`src/hw/rtl/mipd_pkg.sv`:
```
`timescale 1ns / 1ps
`default_nettype none
package mipd_pkg;

	// Register indexes of the configuration port.
	localparam logic [1:0] REG_BOX_X = 2'd0;
	localparam logic [1:0] REG_BOX_Y = 2'd1;
	localparam logic [1:0] REG_BOX_Z = 2'd2;

	localparam int          BOX_W     = 31;
	localparam int          DELTA_W   = 32;
	localparam int          ANGLE_W   = 18;
	localparam logic [30:0] BOX_RESET = 31'd6553600;

	// Pi with 32 fraction bits, rounded to nearest.
	localparam logic [63:0] PI_Q32 = 64'd13493037705;

	typedef struct packed {
		logic signed [DELTA_W-1:0] delta_x;
		logic signed [DELTA_W-1:0] delta_y;
		logic signed [DELTA_W-1:0] delta_z;
	} item_t;

	typedef enum logic [2:0] {
		B_IDLE,
		B_SQ,
		B_CHECK,
		B_CAND,
		B_APPLY,
		B_NORM,
		B_ROT,
		B_FIN
	} back_state_t;

	// atan(2^-i) in radians with 32 fraction bits, rounded to nearest.
	function automatic logic [31:0] atan_q32(input logic [4:0] i);
		logic [31:0] r;
		unique case (i)
			5'd0:    r = 32'hC90FDAA2;
			5'd1:    r = 32'h76B19C16;
			5'd2:    r = 32'h3EB6EBF2;
			5'd3:    r = 32'h1FD5BA9B;
			5'd4:    r = 32'h0FFAADDC;
			5'd5:    r = 32'h07FF556F;
			5'd6:    r = 32'h03FFEAAB;
			5'd7:    r = 32'h01FFFD55;
			5'd8:    r = 32'h00FFFFAB;
			5'd9:    r = 32'h007FFFF5;
			5'd10:   r = 32'h003FFFFF;
			default: r = 32'd1 << (6'd32 - {1'b0, i});
		endcase
		return r;
	endfunction

endpackage
`default_nettype wire

```
`src/hw/rtl/mipd_front.sv`:
```
`timescale 1ns / 1ps
`default_nettype none
module mipd_front (
	input  wire                   clk,
	input  wire                   arst_n,
	input  wire                   in_valid,
	output logic                  in_stall,
	input  wire mipd_pkg::item_t  in_item,
	output logic                  q_valid,
	output mipd_pkg::item_t       q_item,
	input  wire                   q_pop
);
	import mipd_pkg::*;

	// Two-entry queue that decouples intake from the folding engine.
	item_t      mem [2];
	logic       wr_ptr_q;
	logic       rd_ptr_q;
	logic [1:0] count_q;
	logic       push;

	assign in_stall = (count_q == 2'd2);
	assign push     = in_valid && !in_stall;
	assign q_valid  = (count_q != 2'd0);
	assign q_item   = mem[rd_ptr_q];

	always_ff @(posedge clk) begin
		if (push) begin
			mem[wr_ptr_q] <= in_item;
		end
	end

	always_ff @(posedge clk or negedge arst_n) begin
		if (!arst_n) begin
			wr_ptr_q <= 1'b0;
			rd_ptr_q <= 1'b0;
			count_q  <= 2'd0;
		end else begin
			if (push) begin
				wr_ptr_q <= !wr_ptr_q;
			end
			if (q_pop) begin
				rd_ptr_q <= !rd_ptr_q;
			end
			count_q <= count_q + {1'b0, push} - {1'b0, q_pop};
		end
	end

	a_no_overflow: assert property (@(posedge clk) disable iff (!arst_n)
		count_q != 2'd3) else $error("queue count out of range");
	a_pop_nonempty: assert property (@(posedge clk) disable iff (!arst_n)
		q_pop |-> count_q != 2'd0) else $error("pop from empty queue");
	a_count_step: assert property (@(posedge clk) disable iff (!arst_n)
		(push && !q_pop) |=> count_q == $past(count_q) + 2'd1)
		else $error("queue count missed a push");
endmodule
`default_nettype wire

```
`config.mk`:
```
export PLATFORM = sky130hd
export DESIGN_NAME = mipd_front
export DESIGN_NICKNAME = d
export VERILOG_FILES = /design/src/hw/rtl/mipd_pkg.sv /design/src/hw/rtl/mipd_front.sv
export SDC_FILE = /design/constraint.sdc
export NUM_CORES = 1
export LEC_CHECK = 0
export BUFFER_PORTS_ARGS = -buffer_cell sky130_fd_sc_hd__buf_2
export CAP_MARGIN = 5
export CORE_MARGIN = 10
export CORE_UTILIZATION = 58
export CTS_BUF_LIST = sky130_fd_sc_hd__clkbuf_4
export DETAILED_ROUTE_END_ITERATION = 12
export HOLD_SLACK_MARGIN = 0.15
export PLACE_DENSITY = 0.88
export SLEW_MARGIN = 30
export SYNTH_ARGS = -nofsm -noshare
export SYNTH_HDL_FRONTEND = slang
export SYNTH_SLANG_ARGS = --single-unit
export TNS_END_PERCENT = 10
```
`constraint.sdc`:
```
create_clock -name clk -period 10.4 [get_ports clk]
set_input_delay 0.52 -clock clk [delete_from_list [all_inputs] [get_ports clk]]
set_output_delay 0.52 -clock clk [all_outputs]
set_load 0.02 [all_outputs]
```
# Word level (Yosys, flattened, before mapping)
# Memory sizes are Yosys's and may differ from the RTL's.
# Cells that the tools add are included.
[op_classes] n_addsub=2 eq_ne=1 muxes=2 n_reduce_logical=5
[op_table] cell="logical NOT 1 bit" n=3
[op_table] cell="adder 2 x 1 -> 2 bit" n=1
[op_table] cell="equality test 2 bit (second input constant)" n=1
[op_table] cell="two-way mux 1 bit" n=2
[op_table] cell="nonzero test 2 bit" n=1
[op_table] cell="subtractor 2 x 1 -> 2 bit" n=1
[op_table] cell="logical AND 1 bit" n=1
[totals] register_bits=4 ramBits=192 input_bits=100 wordCells=14 memories=1
[mem_list] memory="mem" depth=2 width=96 rd=1 rd_ports_with_merged_regs=0 wr=1 line_no="mipd_front.sv:16" source="item_t mem [2];"

# Depth between registers and ports, before layout
# Gate-level depths: netlist of run 1.
[logic_depth] ltp_word=5 ltp_mapped=7 depth_no_buf=7

# Least setup slack after synthesis of run 1
# No wires, ideal clock.
[synth_timing] path_kind="input-to-reg" from="input in_valid" to="memory mem[0][0] (netlist name) (enable)" setup_time_ns=0.551 arrival_time_ns=4.611 t_required_ns=9.849 path_slack_ns=5.238 stages=2 n_path_buf=0 path_cell_list="nand2_1 -> nor2_1"
[synth_between] elab_chain_len=3
[synth_rtl] item="start, declared" line_no="mipd_front.sv:6" source="input wire in_valid,"
[synth_rtl] item="logical AND 1 bit" line_no="mipd_front.sv:23" source="assign push = in_valid && !in_stall;"
[synth_rtl] item="two-way mux 1 bit" line_no="mipd_front.sv:28" source="if (push) begin"
[synth_rtl] item="two-way mux 1 bit (implied by the code)" line_no="mipd_front.sv:29" source="mem[wr_ptr_q] <= in_item;"
[synth_rtl] item="end, declared" line_no="mipd_front.sv:16"
# No other way between the ends.

==> flow_summary_export.csv, run 1 <==
group,metric,value,unit
status,status,"finished, final reports clean",
synthesis,yosysTopAreaCell,"edfxtp_1",
timing,maxSlewHeadroom,50.3,%
placement,place.gp.congestion,0.768,
route,drtIter0Drc,294,
global_routing,antenna_found_initial,1,
timing,final-max-slew-violation-count,0,
power,vdd_ir_drop_max,0.166,mV
route,drc,0,
worst_setup_path,worst_ep_required_time,9.88,ns
synthesis,synth_top_area_share,79.6,%
synthesis,synth_area_leaders,"edfxtp_1, mux2_2, mux2_4",
clocking,insertion_delay,0.57,ns
timing,setup_viol,0,
floorplanning,io_pins,198,
floorplanning,fp.dieH,132,um
clocking,clockBufferDepth,2,
global_routing,use_met1,22.0,%
worst_setup_path,path_buf_inv,2,
timing,hold_viol_final,0,
timing,post-route-period-util,32.0,%
route,ant_nets,0,
synthesis,synth_cells,316,
power,p_total,2.48,mW
synthesis,synth.avg_cell_area,22.9,um2
worst_setup_path,path_max_fanout,51,
timing,rsz0062_at_grt,"false",
route,wl,17100,um
floorplanning,die_width,132,um
floorplanning,die-area,17400,um2
route,drtPass1Iterations,4,
power,leakage,3.74,nW
route,vias,4159,
synthesis,yosys-top-cells-count,"edfxtp_1, mux2_2, mux2_4",
global_routing,top_usage_layer,"met2",
placement,pre_cts_ws,7.69,ns
synthesis,async_reset_ff_share,2.04,%
worst_setup_path,regToRegSetupSlack,8.02,ns
synthesis,yosysSeqAreaShare,81.0,%
worst_setup_path,endpoint_kind,"output pin",
worst_setup_path,cp_data_arrival_time,2.80,ns
synthesis,synthFlopType,"edfxtp_1",
synthesis,synth_cell_types,15,
synthesis,synth_edf_count,192,
global_routing,track_usage,19.8,%
worst_setup_path,cp_slowest_cell,"dfrtp_4",
clocking,clk_pin_slew,0.13,ns
layout,final_nets,725,
synthesis,yosys_warnings,0,
clocking,cts-resized-gates,0,
synthesis,synth_seq_cells,196,
placement,dpl.hpwl,10300,um
placement,numPortBuffers,197,
global_routing,grt_first_pass_wirelength,26700,um
synthesis,syn_nets,418,
clocking,numCtsBuffers,17,
worst_setup_path,cp_cell_sequence,"buf_4, mux2_2, buf_2",
timing,holdWs,0.319,ns
global_routing,overflow,0,
clocking,cts_sinks,196,
floorplanning,initial_core_util,59.8,%
global_routing,grt_max_degree,52,
worst_setup_path,path_delay_family,"flip-flops",
clocking,cts_setup_buffers,0,
floorplanning,rows,40,
route,routed_via_density,5.17,
worst_setup_path,crit_type,"reg2out",
clocking,cts_root_buf,"clkbuf_4",
route,detail_route.wl_per_cell,21.2,um
timing,fin_tns_setup,0,ns
min_path,holdCritPathClass,"in2async",
layout,final_util,79.8,%
global_routing,globalRouteMet2Util,35.0,%
timing,setup_ws,7.08,ns
clocking,cts_htree_levels,4,
layout,area.growth.synth_to_final,33.5,%
layout,drive_gt1_share,51.7,%
worst_setup_path,slowest_delay,0.90,ns
timing,period_needed,3.32,ns
job,maxCapViolations,0,
worst_setup_path,critPathLaunchType,"flip-flop",
power,powerDensity,256,nW/um2
timing,worstMarginPinSlew,0.746,ns
global_routing,grt_pass1_vias,4637,
floorplanning,core_area,12100,um2
clocking,cts_tree,"yes",
synthesis,yosysMostFrequentCell,"edfxtp_1",
global_routing,use_met3,6.44,%
timing,fmax,0.301,GHz
synthesis,syn_area,7240,um2
timing,finalClockSkew,0.0179,ns
==> power breakdown <==
group,switching [mW],internal (mW)
logic,0.529,0.380
registers,0.0891,1.08
clock network,0.232,0.167
total,0.849,1.63
==> cell type report <==
class                           count  area (um2)
Antenna cell                        1        2.50
Clock buffer                       19         143
Clock inverter                     13         140
Fill cell                         621        2450
Inverter                            2        7.51
Multi-Input combinational cell    107        1290
Sequential cell                   196        5870
Tap cell                          168         210
Timing Repair Buffer              299        2000
==> worst register-to-register path: stages, from the launching register on <==
cell and delay [ns]:
dfrtp_1 0.43, nand2b_1 0.13, nand2_1 0.14, nor2_4 0.10
buf_4 0.50, buf_4 0.69
==> cell families after synthesis <==
family	after synthesis	share of synthesized area [%]
XOR/XNOR	4	0.484
adder cells (fa/ha/maj)	2	0.346
buffers and inverters	13	1.30
flip-flops	196	81.0
multiplexers	96	16.5
AND/OR/NAND/NOR	5	0.363
==> worst paths after layout <==
path                                            from              endpoint  cells past startpoint
worst max-delay path            rd_ptr_q$_DFFE_PN0P_            q_item[20]                      3
max in group asynchronous                     arst_n  rd_ptr_q$_DFFE_PN0P_                      2
min in group clk                            in_valid  wr_ptr_q$_DFFE_PN0P_                      3
worst min register to register  count_q[0]$_DFF_PN0_  count_q[0]$_DFF_PN0_                      1
worst max register to register  count_q[1]$_DFF_PN0_  mem[0][13]$_DFFE_PP_                      5
worst min-delay path                          arst_n  rd_ptr_q$_DFFE_PN0P_                      2
==> stage by stage <==
stage / cells / instance area, um2
final: 805 / 9660
after detailed placement: 674 / 8400
after floorplan: 316 / 7240
after global placement: 674 / 8400
after global routing: 805 / 9660
after CTS: 804 / 9660
==> registers in the layout (all words and copies together) (netlist names) <==
| register | cells |
|---|---|
| rd_ptr_q | 1 |
| count_q | 2 |
| wr_ptr_q | 1 |
| mem | 192 |
==> per-layer routing <==
layer / part of all wire, % / vias up
met4: 1.5 / 0
met5: 0 / -
met2: 53 / 212
li1: - / 1867
met3: 8.2 / 21
met1: 37 / 2059
==> what timing repair did <==
item | 4_1_cts | 5_1_grt
setup endpoints to repair | 0 | 0
endpoints found under the hold margin | 197 | 0
hold buffers | 98 | 0
==> cells in the final DEF (no fill, tap or decap), drive strengths merged <==
master       instances
xor2                 1
clkbuf              19
dlygate4sd3         98
edfxtp             192
and3                 1
diode                1
inv                  2
buf                201
clkinv               8
clkinvlp             2
dfrtp                4
ha                   2
bufinv               3
or2                  1
nand2b               1
nand2                1
xnor2                3
mux2                96
nor2                 1
Power figures use the tool's default switching activity.
==> inputs of run 2 (changes only) <==
Settings changed: CORE_UTILIZATION 58 to 54, PLACE_DENSITY 0.88 to 0.83.
Clock period 10.4 ns to 3.2 ns, I/O delays scaled along.
==> run 2 against run 1 <==
Against the previous run:
- wire length is 6.2% lower
- clock power grew to 3.7 times the previous value
- largest cell class unchanged
- critical path type unchanged
- first-iteration DRC count is 19% lower
==> flow_summary_export.csv, run 2 (same netlist as run 1, synthesis figures left out) <==
group,metric,value,unit
status,status,"finished, final reports clean",
layout,fillCellCount,755,
layout,final_nets,728,
global_routing,track_usage,17.3,%
placement,dpl.hpwl,10100,um
worst_setup_path,endpoint_kind,"output pin",
timing,holdWs,0.302,ns
layout,mostFrequentLayoutCells,"buf_2, edfxtp_1, dlygate4sd3_1",
worst_setup_path,regToRegSetupSlack,1.30,ns
worst_setup_path,critPathLaunchType,"flip-flop",
clocking,cts_htree_levels,4,
worst_setup_path,cp_data_arrival_time,2.44,ns
route,detail_route.wl_per_cell,19.7,um
worst_setup_path,rr_startpoint,"count_q[1]$_DFF_PN0_",
layout,final_common_cell,"buf_2",
layout,reg_top3,"mem (192), count_q (2)",
timing,maxSlewHeadroom,52.1,%
floorplanning,io_pins,198,
route,drtPass1Iterations,5,
worst_setup_path,worst_ep_required_time,3.04,ns
global_routing,overflow,0,
timing,period_needed,2.60,ns
timing,fmax,0.385,GHz
layout,regArea,5870,um2
timing,hold_viol_final,0,
layout,largest_reg_flops,192,
power,vdd_ir_drop_max,0.501,mV
layout,multi_input_area,1290,um2
global_routing,grt_pass1_vias,4557,
worst_setup_path,path_max_fanout,46,
timing,setup_ws,0.604,ns
timing,final-max-slew-violation-count,0,
job,maxCapViolations,0,
clocking,cts-resized-gates,0,
route,drc,0,
floorplanning,die_width,136,um
layout,area.growth.synth_to_final,35.0,%
clocking,cts_sinks,196,
placement,pre_cts_ws,1.23,ns
clocking,clk_pin_slew,0.15,ns
clocking,clockBufferDepth,2,
floorplanning,die-area,18400,um2
global_routing,grt_first_pass_wirelength,24100,um
timing,worstMarginPinSlew,0.718,ns
route,routed_via_density,5.00,
route,wl,16000,um
worst_setup_path,cp-endpoint,"q_item[40]",
worst_setup_path,r2r_end,"mem[1][74]$_DFFE_PP_",
min_path,holdCritPathClass,"in2reg",
global_routing,grt_max_degree,53,
min_path,min_from,"in_item[87]",
placement,place.gp.congestion,0.774,
power,powerDensity,841,nW/um2
layout,top_register,"mem",
clocking,numCtsBuffers,17,
layout,drive_gt1_share,51.9,%
route,vias,4079,
clocking,insertion_delay,0.57,ns
floorplanning,rows,42,
floorplanning,core_area,13200,um2
route,drtIter0Drc,239,
worst_setup_path,rr_worst_depth,3,
clocking,cts_root_buf,"clkbuf_4",
floorplanning,fp.dieH,136,um
worst_setup_path,crit_path_start,"rd_ptr_q$_DFFE_PN0P_",
timing,post-route-period-util,81.1,%
power,leakage,3.79,nW
clocking,cts_tree,"yes",
floorplanning,initial_core_util,54.9,%
global_routing,antenna_found_initial,1,
clocking,cts_setup_buffers,0,
timing,rsz0062_at_grt,"false",
worst_setup_path,crit_type,"reg2out",
placement,numPortBuffers,197,
route,ant_nets,0,
clocking,hold_buffers,100,
timing,setup_viol,0,
timing,finalClockSkew,0.0241,ns
## run 2: cell types whose count changed in the layout (fill, tap and decap cells not counted)
cell           change
clkbuf_4           +1
clkinvlp_4         -1
clkinv_1           -2
buf_4              -1
clkinv_4           +1
bufinv_16          +2
buf_12             +2
clkinv_2           -2
dlygate4sd3_1      +2
## run 2: cell type report
class / instances / share of cell area [%]
diodes: 1 / 0.0256
clock buffers: 20 / 1.54
clock inverters: 11 / 1.88
inverters: 2 / 0.0768
multi-input cells: 107 / 13.2
flip-flops and latches: 196 / 60.0
well taps: 176 / 2.25
repair buffers: 302 / 21.0
## run 2: routing by layer
metal / vias to the layer above / wire length (um) / track usage (%)
li1: 1874 / - / -
met4: 0 / 306 / 6.94
met2: 163 / 8450 / 29.7
met5: - / 0 / 0
met3: 27 / 1280 / 6.79
met1: 2015 / 6010 / 18.8
## run 2: through the flow
step	total power, mW	cell area, um2	TNS (ns)	util (%)	cells
floorplan	5.83	7250	-3.02	-	316
global placement	6.64	8440	0	64.0	683
detailed placement	6.73	8440	0	64.0	683
CTS	8.26	9770	0	74.1	814
global route	8.60	9780	0	74.1	815
finish	8.23	9780	0	74.1	815
## run 2: critical path, cell delays in order (launching register included)
cell     delay [ns]
dfrtp_4        0.90
buf_12         0.34
mux2_2         0.40
buf_2          0.17
## run 2: how the worst min path moves through the flow
stage / slack (ns) / endpoint / cells after the start
2_1_floorplan: -0.14 / count_q[0]$_DFF_PN0_ / 0
3_3_place_gp: -0.03 / count_q[0]$_DFF_PN0_ / 1
3_5_place_dp: -0.03 / count_q[0]$_DFF_PN0_ / 1
4_1_cts: 0.25 / mem[0][44]$_DFFE_PP_ / 2
5_1_grt: 0.25 / mem[0][89]$_DFFE_PP_ / 2
6_report: 0.30 / mem[1][87]$_DFFE_PP_ / 2
## run 2: power by group
part	total (mW)	switching (mW)	leakage, nW	internal [mW]
sequential	3.78	0.273	1.83	3.51
combinational	2.98	1.71	1.78	1.27
clock	1.47	0.752	0.178	0.714
total	8.23	2.74	3.79	5.49
